## config.mk

```make
export PLATFORM = sky130hd
export DESIGN_NAME = multi_timer_table_flat
export DESIGN_NICKNAME = d
export VERILOG_FILES = /design/src/hw/rtl/mtt_pkg.sv /design/src/hw/rtl/mtt_intf.sv /design/src/hw/rtl/mtt_slot_ram.sv /design/src/hw/rtl/multi_timer_table.sv /design/src/flat_wrapper.sv
export SDC_FILE = /design/constraint.sdc
export NUM_CORES = 1
export LEC_CHECK = 0
export BUFFER_PORTS_ARGS = -buffer_cell sky130_fd_sc_hd__buf_2
export CAP_MARGIN = 20
export CORE_ASPECT_RATIO = 1.5
export CORE_MARGIN = 1.5
export CORE_UTILIZATION = 50
export CTS_BUF_LIST = sky130_fd_sc_hd__clkbuf_4
export CTS_CLUSTER_SIZE = 14
export DETAILED_ROUTE_END_ITERATION = 8
export HOLD_SLACK_MARGIN = 0.08
export PLACE_DENSITY = 0.66
export SLEW_MARGIN = 20
export SYNTH_ARGS = -nofsm -noshare
export SYNTH_HDL_FRONTEND = slang
export SYNTH_SLANG_ARGS = --single-unit
```

## constraint.sdc

```tcl
create_clock -name clk_i -period 7.28 [get_ports clk_i]
set_clock_uncertainty 0.05 [all_clocks]
set_input_delay 0.728 -clock clk_i [delete_from_list [all_inputs] [get_ports clk_i]]
set_output_delay 0.728 -clock clk_i [all_outputs]
set_load 0.05 [all_outputs]
```

## src/hw/rtl/mtt_pkg.sv

```systemverilog
// Package for the multi timer table: operation, result and slot-state codes,
// and the payload types of the input and output channels. No dependencies.
package mtt_pkg;

  localparam logic [2:0] OP_ALLOC = 3'd0;
  localparam logic [2:0] OP_FREE  = 3'd1;
  localparam logic [2:0] OP_BIND  = 3'd2;
  localparam logic [2:0] OP_ARM   = 3'd3;
  localparam logic [2:0] OP_TICK  = 3'd4;

  localparam logic [1:0] KIND_ALLOC   = 2'd0;
  localparam logic [1:0] KIND_FULL    = 2'd1;
  localparam logic [1:0] KIND_EXPIRED = 2'd2;

  localparam logic [1:0] ST_FREE  = 2'd0;
  localparam logic [1:0] ST_ALLOC = 2'd1;
  localparam logic [1:0] ST_ARMED = 2'd2;

  localparam logic [31:0] NO_DEADLINE = 32'hFFFF_FFFF;

  // At most this many expirations are reported by one tick.
  localparam int RESULT_LIMIT = 16;
  localparam int RES_CNT_W    = $clog2(RESULT_LIMIT + 1);

  typedef struct packed {
    logic [2:0]  op;
    logic [3:0]  timer_index;
    logic [31:0] delay_ticks;
    logic [7:0]  tag;
    logic [2:0]  dest_queue;
  } in_item_t;

  typedef struct packed {
    logic [1:0] kind;
    logic [3:0] slot;
    logic [7:0] tag_out;
    logic [2:0] queue_out;
    logic       last;
  } out_item_t;

  typedef struct packed {
    logic [31:0] due;
    logic [7:0]  tag;
    logic [2:0]  queue;
  } slot_rec_t;

endpackage

```

## src/hw/rtl/mtt_intf.sv

```systemverilog
// Valid/ready channel interfaces of the multi timer table.
// Depends on mtt_pkg for the payload types.
interface mtt_in_if;
  logic               valid;
  logic               ready;
  mtt_pkg::in_item_t  data;

  modport source (output valid, output data, input ready);
  modport sink   (input valid, input data, output ready);
endinterface

interface mtt_out_if;
  logic               valid;
  logic               ready;
  mtt_pkg::out_item_t data;

  modport source (output valid, output data, input ready);
  modport sink   (input valid, input data, output ready);
endinterface

```

## src/hw/rtl/mtt_slot_ram.sv

```systemverilog
// Per-slot record memory: deadline, tag and destination queue, one write
// port with separate field enables and one registered read port. Uses mtt_pkg.
module mtt_slot_ram #(
  parameter int  NUM_SLOTS = 16,
  localparam int IdxW      = (NUM_SLOTS > 1) ? $clog2(NUM_SLOTS) : 1
) (
  input  logic                clk_i,
  input  logic [IdxW-1:0]     wr_idx_i,
  input  logic                due_we_i,
  input  logic [31:0]         due_i,
  input  logic                bind_we_i,
  input  logic [7:0]          tag_i,
  input  logic [2:0]          queue_i,
  input  logic                rd_en_i,
  input  logic [IdxW-1:0]     rd_idx_i,
  output mtt_pkg::slot_rec_t  rd_o
);

  logic [31:0] due_mem   [NUM_SLOTS];
  logic [7:0]  tag_mem   [NUM_SLOTS];
  logic [2:0]  queue_mem [NUM_SLOTS];
  mtt_pkg::slot_rec_t rd_q;

  always_ff @(posedge clk_i) begin
    if (due_we_i) begin
      due_mem[wr_idx_i] <= due_i;
    end
    if (bind_we_i) begin
      tag_mem[wr_idx_i]   <= tag_i;
      queue_mem[wr_idx_i] <= queue_i;
    end
  end

  always_ff @(posedge clk_i) begin
    if (rd_en_i) begin
      rd_q.due   <= due_mem[rd_idx_i];
      rd_q.tag   <= tag_mem[rd_idx_i];
      rd_q.queue <= queue_mem[rd_idx_i];
    end
  end

  assign rd_o = rd_q;

endmodule

```

## src/hw/rtl/multi_timer_table.sv

```systemverilog
// Multi timer table: a table of timer slots with a tick counter and an
// earliest-deadline register. Uses mtt_pkg, mtt_intf and mtt_slot_ram.
//
// Usage: operations arrive on in_i (allocate, free, bind, arm, tick) and
// results leave on out_o (slot allocated, no free slot, slot expired), each
// a valid/ready transaction. in_i is ready only while the sequencer is idle.
// Free, bind and arm give no result and leave the sequencer idle, as does a
// tick that does not reach the earliest deadline. Allocate searches the slot
// states one slot per cycle, waits for the output register at the first free
// slot or after the last one, and gives exactly one result. A tick that
// reaches the deadline scans the slots in index order: a slot that is not
// armed is skipped, an armed slot is read and then checked (the record
// memory read is registered), and a final step sends the last held result.
// Each expired slot gives one result; the last one carries last=1.
// Results pass through an output register, so a finished result may wait
// while the block starts the next operation. When out_o stalls, the
// sequencer waits in place until the output register frees up.
// Reset frees every slot, clears the tick count and sets the earliest
// deadline to all ones; the slot records are not cleared.
module multi_timer_table #(
  parameter int NUM_SLOTS = 16
) (
  input  logic            clk_i,
  input  logic            rst_ni,
  mtt_in_if.sink          in_i,
  mtt_out_if.source       out_o
);

  localparam int IdxW = (NUM_SLOTS > 1) ? $clog2(NUM_SLOTS) : 1;
  localparam int ResW = mtt_pkg::RES_CNT_W;

  localparam logic [2:0] S_IDLE  = 3'd0;
  localparam logic [2:0] S_ALLOC = 3'd1;
  localparam logic [2:0] S_RD    = 3'd2;
  localparam logic [2:0] S_EV    = 3'd3;
  localparam logic [2:0] S_FLUSH = 3'd4;

  logic [2:0]          fsm_q, fsm_d;
  logic [IdxW-1:0]     idx_q, idx_d;
  logic [31:0]         tick_q, tick_d;
  logic [31:0]         next_due_q, next_due_d;
  logic [1:0]          slot_st_q [NUM_SLOTS];
  logic [1:0]          slot_st_d [NUM_SLOTS];
  logic [ResW-1:0]     res_cnt_q, res_cnt_d;
  logic                pend_v_q, pend_v_d;
  mtt_pkg::out_item_t  pend_q, pend_d;
  logic                out_valid_q, out_valid_d;
  mtt_pkg::out_item_t  out_q, out_d;
  logic                out_load;

  mtt_pkg::in_item_t   item;
  mtt_pkg::slot_rec_t  rd;
  logic                in_fire;
  logic                out_free;
  logic                idx_ok;
  logic [IdxW-1:0]     tidx;
  logic [31:0]         arm_due;
  logic [31:0]         tick_inc;
  logic                is_last;
  logic [1:0]          cur_st;
  logic                expired;
  logic                due_we;
  logic                bind_we;
  logic                rd_en;

  assign item     = in_i.data;
  assign in_fire  = in_i.valid && in_i.ready;
  assign out_free = !out_valid_q || out_o.ready;
  assign idx_ok   = 32'(item.timer_index) < 32'(NUM_SLOTS);
  assign tidx     = IdxW'(item.timer_index);
  assign arm_due  = tick_q + item.delay_ticks;
  assign tick_inc = tick_q + 32'd1;
  assign is_last  = idx_q == IdxW'(NUM_SLOTS - 1);
  assign cur_st   = slot_st_q[idx_q];
  assign expired  = (rd.due <= tick_q) && (res_cnt_q < ResW'(mtt_pkg::RESULT_LIMIT));

  mtt_slot_ram #(
    .NUM_SLOTS (NUM_SLOTS)
  ) u_slot_ram (
    .clk_i     (clk_i),
    .wr_idx_i  (tidx),
    .due_we_i  (due_we),
    .due_i     (arm_due),
    .bind_we_i (bind_we),
    .tag_i     (item.tag),
    .queue_i   (item.dest_queue),
    .rd_en_i   (rd_en),
    .rd_idx_i  (idx_q),
    .rd_o      (rd)
  );

  always_comb begin
    logic adv;
    adv         = 1'b0;
    fsm_d       = fsm_q;
    idx_d       = idx_q;
    tick_d      = tick_q;
    next_due_d  = next_due_q;
    slot_st_d   = slot_st_q;
    res_cnt_d   = res_cnt_q;
    pend_v_d    = pend_v_q;
    pend_d      = pend_q;
    out_load    = 1'b0;
    out_d       = out_q;
    due_we      = 1'b0;
    bind_we     = 1'b0;
    rd_en       = 1'b0;

    unique case (fsm_q)
      S_IDLE: begin
        if (in_fire) begin
          unique case (item.op)
            mtt_pkg::OP_ALLOC: begin
              idx_d = '0;
              fsm_d = S_ALLOC;
            end
            mtt_pkg::OP_FREE: begin
              if (idx_ok) begin
                slot_st_d[tidx] = mtt_pkg::ST_FREE;
              end
            end
            mtt_pkg::OP_BIND: begin
              bind_we = idx_ok;
            end
            mtt_pkg::OP_ARM: begin
              if (idx_ok) begin
                due_we          = 1'b1;
                slot_st_d[tidx] = mtt_pkg::ST_ARMED;
                if (next_due_q > arm_due) begin
                  next_due_d = arm_due;
                end
              end
            end
            mtt_pkg::OP_TICK: begin
              tick_d = tick_inc;
              if (!(next_due_q > tick_inc)) begin
                next_due_d = mtt_pkg::NO_DEADLINE;
                idx_d      = '0;
                res_cnt_d  = '0;
                fsm_d      = S_RD;
              end
            end
            default: begin
            end
          endcase
        end
      end
      S_ALLOC: begin
        if (cur_st == mtt_pkg::ST_FREE) begin
          if (out_free) begin
            slot_st_d[idx_q] = mtt_pkg::ST_ALLOC;
            out_load = 1'b1;
            out_d    = '{kind: mtt_pkg::KIND_ALLOC, slot: 4'(idx_q), tag_out: 8'd0,
                         queue_out: 3'd0, last: 1'b1};
            fsm_d    = S_IDLE;
          end
        end else if (is_last) begin
          if (out_free) begin
            out_load = 1'b1;
            out_d    = '{kind: mtt_pkg::KIND_FULL, slot: 4'd0, tag_out: 8'd0,
                         queue_out: 3'd0, last: 1'b1};
            fsm_d    = S_IDLE;
          end
        end else begin
          idx_d = idx_q + IdxW'(1);
        end
      end
      S_RD: begin
        if (cur_st == mtt_pkg::ST_ARMED) begin
          rd_en = 1'b1;
          fsm_d = S_EV;
        end else begin
          adv = 1'b1;
        end
      end
      S_EV: begin
        if (expired) begin
          // The held result goes out only once a later one proves it is not last.
          if (!pend_v_q || out_free) begin
            if (pend_v_q) begin
              out_load = 1'b1;
              out_d    = pend_q;
            end
            pend_v_d         = 1'b1;
            pend_d           = '{kind: mtt_pkg::KIND_EXPIRED, slot: 4'(idx_q),
                                 tag_out: rd.tag, queue_out: rd.queue, last: 1'b0};
            slot_st_d[idx_q] = mtt_pkg::ST_ALLOC;
            res_cnt_d        = res_cnt_q + ResW'(1);
            adv              = 1'b1;
          end
        end else begin
          if (next_due_q > rd.due) begin
            next_due_d = rd.due;
          end
          adv = 1'b1;
        end
      end
      S_FLUSH: begin
        if (!pend_v_q) begin
          fsm_d = S_IDLE;
        end else if (out_free) begin
          out_load   = 1'b1;
          out_d      = pend_q;
          out_d.last = 1'b1;
          pend_v_d   = 1'b0;
          fsm_d      = S_IDLE;
        end
      end
      default: begin
        fsm_d = S_IDLE;
      end
    endcase

    if (adv) begin
      if (is_last) begin
        fsm_d = S_FLUSH;
      end else begin
        idx_d = idx_q + IdxW'(1);
        fsm_d = S_RD;
      end
    end

    if (out_load) begin
      out_valid_d = 1'b1;
    end else begin
      out_valid_d = out_valid_q && !out_o.ready;
    end
  end

  always_ff @(posedge clk_i or negedge rst_ni) begin
    if (!rst_ni) begin
      fsm_q       <= S_IDLE;
      idx_q       <= '0;
      tick_q      <= '0;
      next_due_q  <= mtt_pkg::NO_DEADLINE;
      res_cnt_q   <= '0;
      pend_v_q    <= 1'b0;
      out_valid_q <= 1'b0;
      for (int i = 0; i < NUM_SLOTS; i++) begin
        slot_st_q[i] <= mtt_pkg::ST_FREE;
      end
    end else begin
      fsm_q       <= fsm_d;
      idx_q       <= idx_d;
      tick_q      <= tick_d;
      next_due_q  <= next_due_d;
      res_cnt_q   <= res_cnt_d;
      pend_v_q    <= pend_v_d;
      out_valid_q <= out_valid_d;
      slot_st_q   <= slot_st_d;
    end
  end

  always_ff @(posedge clk_i) begin
    pend_q <= pend_d;
    out_q  <= out_d;
  end

  assign in_i.ready  = fsm_q == S_IDLE;
  assign out_o.valid = out_valid_q;
  assign out_o.data  = out_q;

  // A held expiry result never survives the end of a scan.
  assert property (@(posedge clk_i) disable iff (!rst_ni)
    (fsm_q == S_IDLE) |-> !pend_v_q)
    else $error("held expiry result outside a scan");

  assert property (@(posedge clk_i) disable iff (!rst_ni)
    res_cnt_q <= ResW'(mtt_pkg::RESULT_LIMIT))
    else $error("expiry count above the per-tick limit");

  assert property (@(posedge clk_i) disable iff (!rst_ni)
    (in_fire && item.op == mtt_pkg::OP_ARM && idx_ok) |=> (next_due_q <= $past(arm_due)))
    else $error("earliest deadline not lowered by arm");

  assert property (@(posedge clk_i) disable iff (!rst_ni)
    (in_fire && item.op == mtt_pkg::OP_TICK && (next_due_q > tick_inc))
      |=> (fsm_q == S_IDLE && next_due_q == $past(next_due_q)))
    else $error("tick before the deadline started a scan");

endmodule

```

## src/flat_wrapper.sv

```systemverilog
// flat-port wrapper written by rule: the top's interface ports become plain ports
module multi_timer_table_flat 
#(
  parameter int NUM_SLOTS = 16
)
  (clk_i, rst_ni, in_i_valid, in_i_data, in_i_ready, out_o_valid, out_o_data, out_o_ready);
  mtt_in_if in_i_i ();
  mtt_out_if out_o_i ();
  input  logic clk_i;
  input  logic rst_ni;
  input wire logic [$bits(in_i_i.valid)-1:0] in_i_valid;
  input wire logic [$bits(in_i_i.data)-1:0] in_i_data;
  output wire logic [$bits(in_i_i.ready)-1:0] in_i_ready;
  output wire logic [$bits(out_o_i.valid)-1:0] out_o_valid;
  output wire logic [$bits(out_o_i.data)-1:0] out_o_data;
  input wire logic [$bits(out_o_i.ready)-1:0] out_o_ready;
  assign in_i_i.valid = in_i_valid;
  assign in_i_i.data = in_i_data;
  assign in_i_ready = in_i_i.ready;
  assign out_o_valid = out_o_i.valid;
  assign out_o_data = out_o_i.data;
  assign out_o_i.ready = out_o_ready;
  multi_timer_table #(.NUM_SLOTS(NUM_SLOTS)) u_core (.clk_i(clk_i), .rst_ni(rst_ni), .in_i(in_i_i), .out_o(out_o_i));
endmodule
```

=== After elaboration in Yosys (flattened, before gate mapping) ===
Memories as Yosys holds them, arrays and structs flattened. A register that Yosys moved wholly into a read port is not among the register bits.
Cells that the tools add are included.

* Bits in registers: 143
* RAM bits: 688
* Output and inout port bits: 20
* Logic and storage cells: 201
* Memories: 3

* $add $sub $neg: 4
* Magnitude comparators: 9
* Equality and inequality tests: 33
* Multiplexer cells: 86
* Bitwise logic cells: 10
* Reduce and logical (&&, ||, !) cells: 25

{| class="wikitable"
|+ Memories
! memory !! depth !! bits a word !! rd ports !! clocked after Yosys merged registers in !! write ports !! RTL line !! RTL
|-
| u_core.u_slot_ram.due_mem || 16 || 32 || 1 || 1 || 1 || mtt_slot_ram.sv:19 || <nowiki>logic [31:0] due_mem [NUM_SLOTS];</nowiki>
|-
| u_core.u_slot_ram.tag_mem || 16 || 8 || 1 || 1 || 1 || mtt_slot_ram.sv:20 || <nowiki>logic [7:0] tag_mem [NUM_SLOTS];</nowiki>
|-
| u_core.u_slot_ram.queue_mem || 16 || 3 || 1 || 1 || 1 || mtt_slot_ram.sv:21 || <nowiki>logic [2:0] queue_mem [NUM_SLOTS];</nowiki>
|}

{| class="wikitable"
|+ Operators by type and width
! operator !! number
|-
| 2-to-1 mux 32 bit || 10
|-
| one-hot mux 32 bit (2 select lines) || 3
|-
| 2-to-1 mux 18 bit || 9
|-
| greater-than comparator 32 bit || 3
|-
| one-hot mux 32 bit (3 select lines) || 1
|-
| one-hot mux 18 bit (3 select lines) || 1
|-
| adder 32 x 1 -> 32 bit, second input constant || 1
|-
| adder 32 bit || 1
|-
| AND 16 bit || 2
|-
| AND 32 bit || 1
|-
| less-or-equal comparator 32 bit || 1
|-
| inverter 16 bit || 2
|-
| inverter 32 bit || 1
|-
| bitwise OR 16 bit || 2
|-
| 2-to-1 mux 1 bit || 27
|-
| 2-to-1 mux 3 bit || 9
|-
| 2-to-1 mux 5 bit || 5
|-
| 2-to-1 mux 4 bit || 6
|-
| != test 2 x 1 -> 1 bit, second input constant || 9
|-
| demux 2 bit (select 4 bit) || 2
|-
| one-hot mux 4 bit (2 select lines) || 2
|-
| != test 3 bit, second input constant || 5
|-
| one-hot mux 3 bit (5 select lines) || 1
|-
| AND reduction 7 bit || 2
|-
| 31 further kinds || 61
|}

=== Logic depth before layout (Yosys ltp) ===
Gate-level depths: netlist of run 1.

* Depth in word-level cells: 10
* Gate-level depth with buffers: 23
* Mapped depth without buffers: 20

=== Hierarchy ===
A second synthesis of run 1 with hierarchy kept.

* Cell total of the unflattened synthesis: 2,536
* Area total of the unflattened synthesis: 39,369.0 um^2

{| class="wikitable"
|+ Modules (own cells, without submodules)
! module !! times used !! cells each !! area each (um^2)
|-
| mtt_slot_ram || 1 || 1,143 || 27,162.3
|-
| multi_timer_table || 1 || 1,393 || 12,206.7
|}

=== Worst setup path after synthesis of run 1 ===
Ideal clock, no wire load.

* Kind: reg2reg
* From: register u_core.idx_q[0]
* To: register, netlist name u_core.u_slot_ram.rd_o[0]
* Setup time: 0.497 ns
* Arrival time: 4.918 ns
* Required time: 6.733 ns
* Path slack: 1.816 ns
* Cell stages (with the launch flop): 6
* Buffers on the path: 1
* Period minus slack after synthesis: 5.464 ns
* Cell sequence: dfrtp_1 -> buf_6 -> mux4_2 -> mux4_2 -> or3b_1 -> nor3_1

* Word-level cells in the longest chain between the ends: 7

{| class="wikitable"
|+ Ends and longest elaborated chain
! element !! RTL line !! RTL
|-
| start, declared || multi_timer_table.sv:39 || <nowiki>logic [IdxW-1:0] idx_q, idx_d;</nowiki>
|-
| start signal, assigned || multi_timer_table.sv:244 || <nowiki>idx_q <= idx_d;</nowiki>
|-
| inverter 4 -> 5 bit (implied by the code) || multi_timer_table.sv:74 || <nowiki>assign cur_st = slot_st_q[idx_q];</nowiki>
|-
| binary-select mux 2 bit (select 4 bit) || multi_timer_table.sv:74 ||
|-
| 2-to-1 mux 2 bit (implied by the code) (2 in series) || multi_timer_table.sv:74 ||
|-
| equality test 2 bit || multi_timer_table.sv:169 || <nowiki>if (cur_st == mtt_pkg::ST_ARMED) begin</nowiki>
|-
| 2-to-1 mux 1 bit || multi_timer_table.sv:169 ||
|-
| 2-to-1 mux 1 bit || multi_timer_table.sv:109 || <nowiki>unique case (fsm_q)</nowiki>
|-
| via u_core.rd_en || multi_timer_table.sv:64 || <nowiki>logic rd_en;</nowiki>
|}

The timed path passes the listed nets, and every way through them passes these cells. The select of a mux whose other input is x is not followed.
A chain may end at the register's enable or synchronous reset.

=== Worst setup path in the final report of run 1 ===
* From: register u_core.tick_q[1]
* To: register u_core.next_due_q[7]

* Elaborated cells on any way between the ends: 14
* Classes of those cells: 2 x add/sub; 3 x order compare; 3 x eq/ne; 4 x mux; 2 x reduce/logical

{| class="wikitable"
|+ RTL lines
! element !! RTL line !! RTL
|-
| start, declared || multi_timer_table.sv:40 || <nowiki>logic [31:0] tick_q, tick_d;</nowiki>
|-
| start signal, assigned || multi_timer_table.sv:245 || <nowiki>tick_q <= tick_d;</nowiki>
|-
| adder 32 bit || multi_timer_table.sv:71 || <nowiki>assign arm_due = tick_q + item.delay_ticks;</nowiki>
|-
| via u_core.arm_due[29] || multi_timer_table.sv:57 || <nowiki>logic [31:0] arm_due;</nowiki>
|-
| greater-than comparator 32 bit || multi_timer_table.sv:129 || <nowiki>if (next_due_q > arm_due) begin</nowiki>
|-
| != test 3 bit (no line) || -- ||
|-
| AND reduction 7 bit (no line) || -- ||
|-
| end signal, assigned || multi_timer_table.sv:235 || <nowiki>next_due_q <= mtt_pkg::NO_DEADLINE;</nowiki>
|-
| end signal, assigned || multi_timer_table.sv:246 || <nowiki>next_due_q <= next_due_d;</nowiki>
|-
| end, declared || multi_timer_table.sv:41 || <nowiki>logic [31:0] next_due_q, next_due_d;</nowiki>
|}

The timed path passes the listed nets, and every way through them passes these cells. The select of a mux whose other input is x is not followed.

==> results of run 1 <==
## logic make-up after synthesis
logic type / synth area share, %
adders and majority gates: 5.34
and+or+nand+nor: 5.36
xor gates and xnor gates: 2.00
muxes: 13.1
AOI/OAI and AO/OA: 6.12
buffers and inverters: 2.10
DFF: 66.0
## cell usage after synthesis (23+ instances only)
cell type  number  area, um^2
edfxtp_1      764       22900
mux4_2        225        5070
ha_1          165        2060
inv_1         118         443
nor2_1        116         435
nand2_1       111         417
a21oi_1        88         440
dfrtp_1        78        1950
xnor2_1        77         674
clkbuf_1       65         244
o21ai_1        64         320
o21ai_0        52         260
a21o_1         51         383
nand3_1        48         240
dfstp_2        32         841
nand4_1        24         150
and2_1         23         144
## critical path, stage by stage, from the launching register on
cell       delay (ns)
dfrtp_1          0.45
ha_1             0.30
a21oi_1          0.31
nor2_1           0.14
o2111ai_1        0.38
a21oi_1          0.24
o31ai_1          0.64
o31ai_1          0.24
nor4_1           0.22
a211o_1          0.50
inv_1            0.13
ha_1             0.32
nand4_1          0.15
nor4_1           0.46
o21ai_0          0.16
a211oi_1         0.25
nand4b_1         0.14
buf_4            0.30
a221oi_1         0.31
a21o_1           0.13
## layer usage
metal	GRT usage [%]	part of all wire [%]	up-vias
met5	0	0	-
met4	13.5	4.8	0
met3	4.47	5.1	230
met2	44.1	53	804
met1	29.2	37	11600
li1	-	-	10100
## layout make-up
type	instances	area [um^2]	area share, %
repair buffers	153	1040	2.38
well taps	1016	1270	2.91
inverters	118	443	1.01
clock buffers	279	2090	4.80
clock inverters	67	403	0.923
diodes	4	10.0	0.0229
multi-input cells	1286	12700	29.0
flip-flops and latches	874	25700	59.0
## timing repair
| action | in CTS | in global routing |
|---|---|---|
| hold buffers | 19 | 0 |
| endpoints found under the hold margin | 239 | 0 |
| endpoints found under the setup margin | 0 | 0 |
## sequential cells by signal, summed over array words and instances (netlist names), 16 cells and up, named ones only
name and cells:
u_core.tick_q 32, u_core.out_o.data 18, u_core.u_slot_ram.due_mem 512, u_core.slot_st_q 16, u_core.u_slot_ram.queue_mem 48, u_core.u_slot_ram.rd_o 43
u_core.next_due_q 32, u_core.u_slot_ram.tag_mem 128
## power groups by stage
stage / sequential [uW] / clock, uW / combinational (uW)
floorplan: 6440 / 0 / 3020
global placement: 6540 / 0 / 4030
detailed placement: 6560 / 0 / 4120
CTS: 6450 / 3900 / 4150
global route: 6490 / 4130 / 4470
finish: 6450 / 3790 / 4120
## path summary, 6_finish.rpt
check,to,slack (ns)
worst min register to register,u_core.pend_q[6]$_DFFE_PP_,0.33
worst max register to register,u_core.next_due_q[7]$_DFFE_PN1P_,1.34
worst max-delay path,u_core.next_due_q[7]$_DFFE_PN1P_,1.34
min in group asynchronous,u_core.tick_q[25]$_DFFE_PN0P_,0.20
worst min-delay path,register,0.19
max in group asynchronous,u_core.tick_q[6]$_DFFE_PN0P_,5.60
## per-stage QoR
stage | cell area [um^2] | total power, uW | hold slack [ns] | instances | util [%]
after CTS | 43600 | 14500 | 0.0898 | 3793 | 56.4
final | 43700 | 14400 | 0.194 | 3797 | 56.4
after floorplan | 39000 | 9460 | 0.350 | 2370 | -
after detailed placement | 40900 | 10700 | 0.355 | 3428 | 52.9
after global routing | 43700 | 15100 | 0.148 | 3797 | 56.4
after global placement | 40900 | 10600 | 0.359 | 3427 | 52.9
==> flow_metrics.tcl, run 1 <==
set metrics [dict create \
    viasPerCell 5.99 \
    setup_ws_ns 1.34 \
    synth_flop_cell "edfxtp_1" \
    clkTransAtPathRegs_ns 0.08 \
    hold_path_startpoint "in_i_data[44]" \
    cts_root_buffer "clkbuf_4" \
    netlist_instances 2370 \
    synth_edf_count 764 \
    cts_resized 0 \
    cap_violations 0 \
    p_leak_uw 0.0154 \
    antenna_found_initial 2 \
    die_width_um 231 \
    synth_nets 2590 \
    r2r-start "u_core.tick_q[1]$_DFFE_PN0P_" \
    htree_levels 4 \
    finalCritPeriodShare_pct 81.5 \
    fin_crit_ns 5.94 \
    r2r_cells 19 \
    die-area_um2 79800 \
    final_cell_mix "edfxtp_1, clkbuf_4, mux4_2" \
    p_comb_share_pct 28.7 \
    dieHeight_um 345 \
    yosys_warnings 0 \
    postSynthAreaPerCell_um2 16.5 \
    hold_path_class "in2reg" \
    swShare_pct 31.8 \
    slew_violations 0 \
    grt_pass1_vias 24000 \
    post-cts-setup-buffer-count 0 \
    clockBufferDepth 3 \
    cts_tree "yes" \
    cp-start-kind "register" \
    io_buffers 73 \
    power.density_nw_per_um2 329 \
    hold_viol_final 0 \
    drtAntennaViolNets 0 \
    synthArstFlopShare_pct 12.6 \
    crit_path_start "u_core.tick_q[1]$_DFFE_PN0P_" \
    numCtsBuffers 191 \
    floorplan.initialDensity_pct 50.4 \
    switching_power_uw 4570 \
    drc 0 \
    crit_fanout 48 \
    critPathArrivalTime_ns 6.90 \
    vias 22700 \
    cts_sinks 874 \
    overflow 0 \
    rsz0062_at_grt "false" \
    ys_seq_elements 874 \
    syn2layout_area_growth_pct 11.9 \
    drtIter0Drc 1820 \
    ir_drop_uv 287 \
    clkLatencyLatePin_ns 1.08 \
    coreArea_um2 77400 \
    io_pins 74 \
    wl_per_cell_um 25.8 \
    track_usage_pct 25.2 \
    syn_area_um2 39000 \
    holdPathStages 3 \
    tns_ns 0 \
    status "finished clean" \
    slew_headroom_pct 23.3 \
    dp_slack_ns 1.14 \
    place_congestion 0.938 \
    routed_wl_um 98000 \
    ys_seq_area_share_pct 66.0 \
    p_int_uw 9800 \
    grt_pass1_wl_um 146000 \
    fillers 6065 \
    final_common_cell "edfxtp_1" \
    critPathRequiredTime_ns 8.24 \
    grt_max_degree 70 \
    firstDrtPassIters 5 \
    power_frac_seq_pct 44.9 \
    nets 2844 \
    clockPowerShare_pct 26.4 \
    finalSetupViolations 0 \
    drive_gt1_share_pct 26.9 \
    dp_hpwl_um 62500 \
    tightest_slew_ns 1.15 \
    fmax_ghz 0.168 \
    rows 125 \
    worstSetupEndpointType "register" \
    synth_cell_types 77 \
    crit_type "reg2reg" \
]
Power figures use the tool's default switching activity.
==> inputs of run 2 (changes only) <==
==> constraint.sdc (replaced) <==
create_clock -name clk_i -period 6.07 [get_ports clk_i]
set_clock_uncertainty 0.05 [all_clocks]
set_input_delay 0.607 -clock clk_i [delete_from_list [all_inputs] [get_ports clk_i]]
set_output_delay 0.607 -clock clk_i [all_outputs]
set_load 0.05 [all_outputs]
==> flow_metrics.tcl, run 2 (synthesized netlist as in run 1, its figures left out) <==
set metrics [dict create \
    status "finished clean" \
    ir_drop_uv 303 \
    r2r_end "u_core.fsm_q[1]$_DFFE_PN0P_" \
    wl_per_cell_um 25.5 \
    clkTransAtPathRegs_ns 0.07 \
    clockBufferDepth 3 \
    hold_viol_final 0 \
    grt_pass1_wl_um 146000 \
    cts_tree "yes" \
    htree_levels 4 \
    endpoint "u_core.fsm_q[1]$_DFFE_PN0P_" \
    largestRegisters "u_core.u_slot_ram.due_mem (512), u_core.u_slot_ram.tag_mem (128), u_core.u_slot_ram.queue_mem (48)" \
    power.density_nw_per_um2 396 \
    crit_path_cell_trace "and3_1, nand4_1, nor4_2, buf_4, nand4_1, nor4_4, and3_1, nand3_1, xnor2_1, ha_1, a21o_1, a21o_1, a221oi_1, o21ai_0, nand2_1, nand2_2, a21oi_1, dlygate4sd3_1, o21ai_0, a21oi_1" \
    tightest_slew_ns 1.06 \
    r2r-start "u_core.tick_q[5]$_DFFE_PN0P_" \
    drive_gt1_share_pct 27.4 \
    tns_ns 0 \
    fin_crit_ns 5.75 \
    floorplan.initialDensity_pct 50.4 \
    routed_wl_um 97800 \
    hold_path_class "in2reg" \
    cts_root_buffer "clkbuf_4" \
    largest-register "u_core.u_slot_ram.due_mem" \
    place_congestion 0.879 \
    r2r_cells 20 \
    r2r_setup_slack_ns 0.32 \
    slew_headroom_pct 29.2 \
    nets 2871 \
    worstSetupEndpointType "register" \
    drtAntennaViolNets 0 \
    finalCritPeriodShare_pct 94.8 \
    track_usage_pct 25.0 \
    syn2layout_area_growth_pct 12.5 \
    p_leak_uw 0.0155 \
    vias 23000 \
    viasPerCell 5.99 \
    overflow 0 \
    slew_violations 0 \
    crit_path_start "u_core.tick_q[5]$_DFFE_PN0P_" \
    firstDrtPassIters 7 \
    coreArea_um2 77400 \
    final_common_cell "edfxtp_1" \
    cap_violations 0 \
    rsz0062_at_grt "false" \
    cp-start-kind "register" \
    largest_reg_flops 512 \
    antenna_found_initial 3 \
    rows 125 \
    crit_type "reg2reg" \
    clkLatencyLatePin_ns 1.06 \
    numCtsBuffers 197 \
    dieHeight_um 345 \
    finalSetupViolations 0 \
    die_width_um 231 \
    critPathArrivalTime_ns 6.67 \
    grt_max_degree 134 \
    dp_hpwl_um 60300 \
    cts_sinks 874 \
    drtIter0Drc 1839 \
    cpPeakStageDelay_ns 0.58 \
    io_buffers 73 \
    final_cell_mix "edfxtp_1, clkbuf_4, mux4_2" \
    drc 0 \
    grt_pass1_vias 24200 \
    die-area_um2 79800 \
    p_total_uw 17400 \
    io_pins 74 \
    cp_slowest_cell "dlygate4sd3_1" \
    crit_fanout 5 \
    fmax_ghz 0.174 \
    critPathRequiredTime_ns 6.98 \
]
-- run 2: cell count changes in the layout (fill, tap and decap cells not counted), sizes merged --
cell         change
buf             +13
bufinv           +1
clkbuf          -12
clkinv          +17
clkinvlp         -1
diode            -1
dlygate4sd3      +8
inv              +7
-- run 2: cell type report --
cell class | count | area (um^2)
diodes | 3 | 7.51
clock buffers | 267 | 2000
clock inverters | 91 | 547
fillers | 6097 | 33500
inverters | 118 | 443
multi-input cells | 1286 | 12600
flip-flops and latches | 874 | 25700
well taps | 1016 | 1270
repair buffers | 174 | 1230
-- run 2: how the worst min path moves through the flow --
stage | start | endpoint | slack, ns | cells past startpoint
final | in_i_data[39] | u_core.next_due_q[28]$_DFFE_PN1P_ | 0.22 | 4
after global routing | in_i_data[49] | u_core.fsm_q[1]$_DFFE_PN0P_ | 0.17 | 5
after detailed placement | u_core.u_slot_ram.rd_o[7]$_DFFE_PP_ | u_core.pend_q[8]$_DFFE_PP_ | 0.36 | 0
after CTS | in_i_data[39] | u_core.next_due_q[28]$_DFFE_PN1P_ | 0.1 | 4
after global placement | u_core.u_slot_ram.rd_o[3]$_DFFE_PP_ | u_core.pend_q[4]$_DFFE_PP_ | 0.36 | 0
after floorplan | rst_ni | async pin | 0.26 | 0
-- run 2: critical path: cells and delay by family (launching register included) --
| kind | cells | cell delay (ns) |
|---|---|---|
| simple gates | 9 | 2.41 |
| buf+inv | 2 | 0.76 |
| compound gates | 7 | 1.49 |
| flops | 1 | 0.46 |
| xor+xnor | 1 | 0.22 |
| fa+ha+maj | 1 | 0.29 |
-- run 2: repair_timing --
item,CTS,global route
pin swaps,0,1
setup buffers,0,1
endpoints found under the setup margin,4,11
hold buffers,27,0
endpoints found under the hold margin,250,0
gates resized for setup,2,3
-- run 2: per-stage QoR --
stage                     cell area, um^2  hold slack, ns  setup WS (ns)  util (%)  std cells
after floorplan                     39000           0.261          0.606         -       2370
after global placement              41000           0.361         -0.160      53.0       3439
after detailed placement            41000           0.356         -0.194      53.0       3439
after CTS                           43900          0.0983         0.0476      56.6       3824
after global routing                43900           0.165          0.101      56.7       3828
final                               43900           0.222          0.315      56.7       3829
-- run 2: where the power goes --
part           total (uW)  internal [uW]  switching [uW]  leakage [uW]
Clock                4630           2290            2340       0.00153
Sequential           7690           7260             432       0.00820
Combinational        5050           2230            2810       0.00581
Total               17400          11800            5590        0.0155
-- run 2: routing by layer --
metal | part of all wire (%) | track usage (%) | wire length, um | vias up
met5 | 0 | 0 | 0 | -
met4 | 4.5 | 12.6 | 4430 | 0
met3 | 5.8 | 4.33 | 5620 | 231
met2 | 53 | 44.3 | 52000 | 885
met1 | 36 | 29.1 | 35700 | 11700
li1 | - | - | - | 10100
==> inputs of run 3 (changes only) <==
--- a/config.mk
+++ b/config.mk
@@ -5,7 +5,7 @@
 export SDC_FILE = /design/constraint.sdc
 export NUM_CORES = 1
 export LEC_CHECK = 0
-export BUFFER_PORTS_ARGS = -buffer_cell sky130_fd_sc_hd__buf_2
+export ABC_AREA = 1
 export CAP_MARGIN = 20
 export CORE_ASPECT_RATIO = 1.5
 export CORE_MARGIN = 1.5
@@ -13,8 +13,8 @@
 export CTS_BUF_LIST = sky130_fd_sc_hd__clkbuf_4
 export CTS_CLUSTER_SIZE = 14
 export DETAILED_ROUTE_END_ITERATION = 8
+export DONT_BUFFER_PORTS = 1
 export HOLD_SLACK_MARGIN = 0.08
-export PLACE_DENSITY = 0.66
 export SLEW_MARGIN = 20
 export SYNTH_ARGS = -nofsm -noshare
 export SYNTH_HDL_FRONTEND = slang
==> flow_metrics.tcl, run 3 <==
set metrics [dict create \
    status "finished clean" \
    cpPeakStageDelay_ns 0.67 \
    hold_path_class "in2reg" \
    critPathArrivalTime_ns 6.26 \
    coreArea_um2 81400 \
    die-area_um2 84100 \
    finalSetupViolations 0 \
    p_total_uw 20900 \
    cp-start-kind "register" \
    rows 128 \
    largest_reg_flops 512 \
    largestRegisters "u_core.u_slot_ram.due_mem (512), u_core.u_slot_ram.tag_mem (128), u_core.u_slot_ram.queue_mem (48)" \
    fin_crit_ns 5.30 \
    power.density_nw_per_um2 458 \
    post-cts-setup-buffer-count 0 \
    tightest_slew_ns 1.10 \
    seqCellArea_um2 25700 \
    die_width_um 237 \
    ys_seq_elements 874 \
    crit_path_start "u_core.tick_q[17]$_DFFE_PN0P_" \
    yosys.area.top_type "edfxtp_1" \
    dieHeight_um 354 \
    track_usage_pct 28.4 \
    postSynthAreaPerCell_um2 10.4 \
    grt_max_degree 202 \
    viasPerCell 5.79 \
    dp_hpwl_um 74100 \
    vias 30800 \
    synth_cell_types 51 \
    wl_per_cell_um 22.3 \
    crit_path_cell_trace "ha_1, nand2_1, nor2_1, inv_1, nor2_1, nand3_1, nand2_1, nand2_1, nand2_1, inv_1, ha_1, nand2_1, inv_1, nand4_1, nor3b_1, nand4_1, nand2_1, nand2_1, nand2_1, nand2_1, nand2_2, nand2_1, nand2_1" \
    clkTransAtPathRegs_ns 0.07 \
    netlist_instances 3967 \
    slew_headroom_pct 26.3 \
    overflow 0 \
    routed_wl_um 118000 \
    cts_sinks 874 \
    crit_buf_inv 3 \
    drive_gt1_share_pct 11.1 \
    floorplan.initialDensity_pct 50.6 \
    r2r-start "u_core.tick_q[17]$_DFFE_PN0P_" \
    fillers 7153 \
    clockBufferDepth 3 \
    hold_viol_final 0 \
    cp_slowest_cell "nor2_1" \
    crit_type "reg2reg" \
    grt_pass1_vias 30500 \
    antenna_found_initial 4 \
    synth_edf_count 764 \
    synth_flop_cell "edfxtp_1" \
    nets 4335 \
    hold_path_startpoint "in_i_data[44]" \
    ir_drop_uv 287 \
    critPathRequiredTime_ns 7.04 \
    p_leak_uw 0.0175 \
    final_common_cell "nand2_1" \
    htree_levels 4 \
    firstDrtPassIters 5 \
    syn_area_um2 41200 \
    synth_most_common_cell "nand2_1" \
    cts_tree "yes" \
    cap_violations 0 \
    synthArstFlopShare_pct 12.6 \
    synth_nets 4187 \
    slew_violations 0 \
    crit_family "simple AND/OR/NAND/NOR gates" \
    numCtsBuffers 197 \
    io_buffers 0 \
    multiInputGateArea_um2 13700 \
    grt_pass1_wl_um 179000 \
    drc 0 \
    cpMostUsedCell "nand2_1" \
    place_congestion 0.894 \
    final_cell_mix "nand2_1, edfxtp_1, nor2_1" \
    largest-register "u_core.u_slot_ram.due_mem" \
    drtIter0Drc 2549 \
    io_pins 74 \
    ys_top_cells_by_count "nand2_1, edfxtp_1, nor2_1" \
    fmax_ghz 0.189 \
    crit_fanout 32 \
    clkLatencyLatePin_ns 1.12 \
    rsz0062_at_grt "false" \
    ys_seq_area_share_pct 62.5 \
    tns_ns 0 \
    drtAntennaViolNets 0 \
    worstSetupEndpointType "register" \
    cts_resized 0 \
    synth_area_leaders "edfxtp_1, nand2_1, o21ai_0" \
    finalCritPeriodShare_pct 87.3 \
    syn2layout_area_growth_pct 10.8 \
    yosysTopAreaCellShare_pct 55.7 \
    yosys_warnings 0 \
    cts_root_buffer "clkbuf_4" \
]
run 3: per-stage QoR:
step / hold WS [ns] / utilization, % / instance area [um^2] / std cells / setup slack (ns)
after floorplan: 0.261 / - / 41200 / 3967 / 2.16
after global placement: 0.268 / 52.1 / 42400 / 4896 / 1.03
after detailed placement: 0.269 / 52.1 / 42400 / 4897 / 0.961
after CTS: 0.0844 / 56.1 / 45600 / 5311 / 1.05
after global routing: 0.144 / 56.1 / 45600 / 5318 / 0.325
final: 0.222 / 56.1 / 45600 / 5318 / 0.772
run 3: path summary, 6_finish.rpt:
path / slack, ns / end / cells after the start
max: 0.77 / u_core.next_due_q[7]$_DFFE_PN1P_ / 23
min: 0.22 / register / 8
max reg2reg: 0.77 / u_core.next_due_q[7]$_DFFE_PN1P_ / 23
min reg2reg: 0.36 / u_core.pend_q[1]$_DFFE_PP_ / 0
max in group asynchronous: 4.75 / u_core.idx_q[1]$_DFF_PN0_ / 4
min in group asynchronous: 0.62 / async pin / 3
run 3: cells by family (layout without fill, tap and decap cells):
| family | after synthesis | count (layout) | synth area share [%] |
|---|---|---|---|
| flip-flops | 874 | 874 | 62.5 |
| buffers and inverters | 478 | 782 | 4.62 |
| other | 0 | 7 | 0 |
| AND/OR/NAND/NOR | 1598 | 1598 | 16.1 |
| XOR/XNOR | 39 | 39 | 0.830 |
| AO/OA/AOI/OAI | 812 | 812 | 10.9 |
| adder cells (fa/ha/maj) | 166 | 166 | 5.06 |
run 3: final cells by class:
class / count / share of cell area, %
sequential: 874 / 56.4
multi-input combinational: 2615 / 30.0
clock buffer: 291 / 4.79
tap: 1040 / 2.85
timing repair buffer: 131 / 2.61
inverter: 296 / 2.46
clock inverter: 64 / 0.814
antenna: 7 / 0.0384
run 3: routing by layer:
| layer | track usage, % | vias to the layer above | routed length (um) | part of all wire (%) |
|---|---|---|---|---|
| met5 | 0 | - | 12 | 0.010 |
| met2 | 49.6 | 1107 | 59600 | 50 |
| li1 | - | 14400 | - | - |
| met4 | 14.2 | 2 | 5590 | 4.7 |
| met3 | 5.54 | 292 | 6800 | 5.7 |
| met1 | 33.4 | 15000 | 46500 | 39 |
run 3: tightest hold or removal path, stage by stage:
cell     delay [ns]
inv_1          0.02
nor2_1         0.07
inv_1          0.08
nor2_1         0.09
inv_1          0.15
nand2_1        0.12
nand4_1        0.10
nand2_1        0.06
run 3: timing repair:
action / 4_1_cts / 5_1_grt
endpoints found under the setup margin: 0 / 0
endpoints found under the hold margin: 532 / 0
hold buffers: 59 / 0
run 3: report_power, final:
| part | leakage [uW] | switching [uW] | total, uW | internal (uW) |
|---|---|---|---|---|
| logic | 0.00771 | 5520 | 7750 | 2220 |
| clock network | 0.00152 | 2310 | 4670 | 2370 |
| registers | 0.00824 | 619 | 8490 | 7870 |
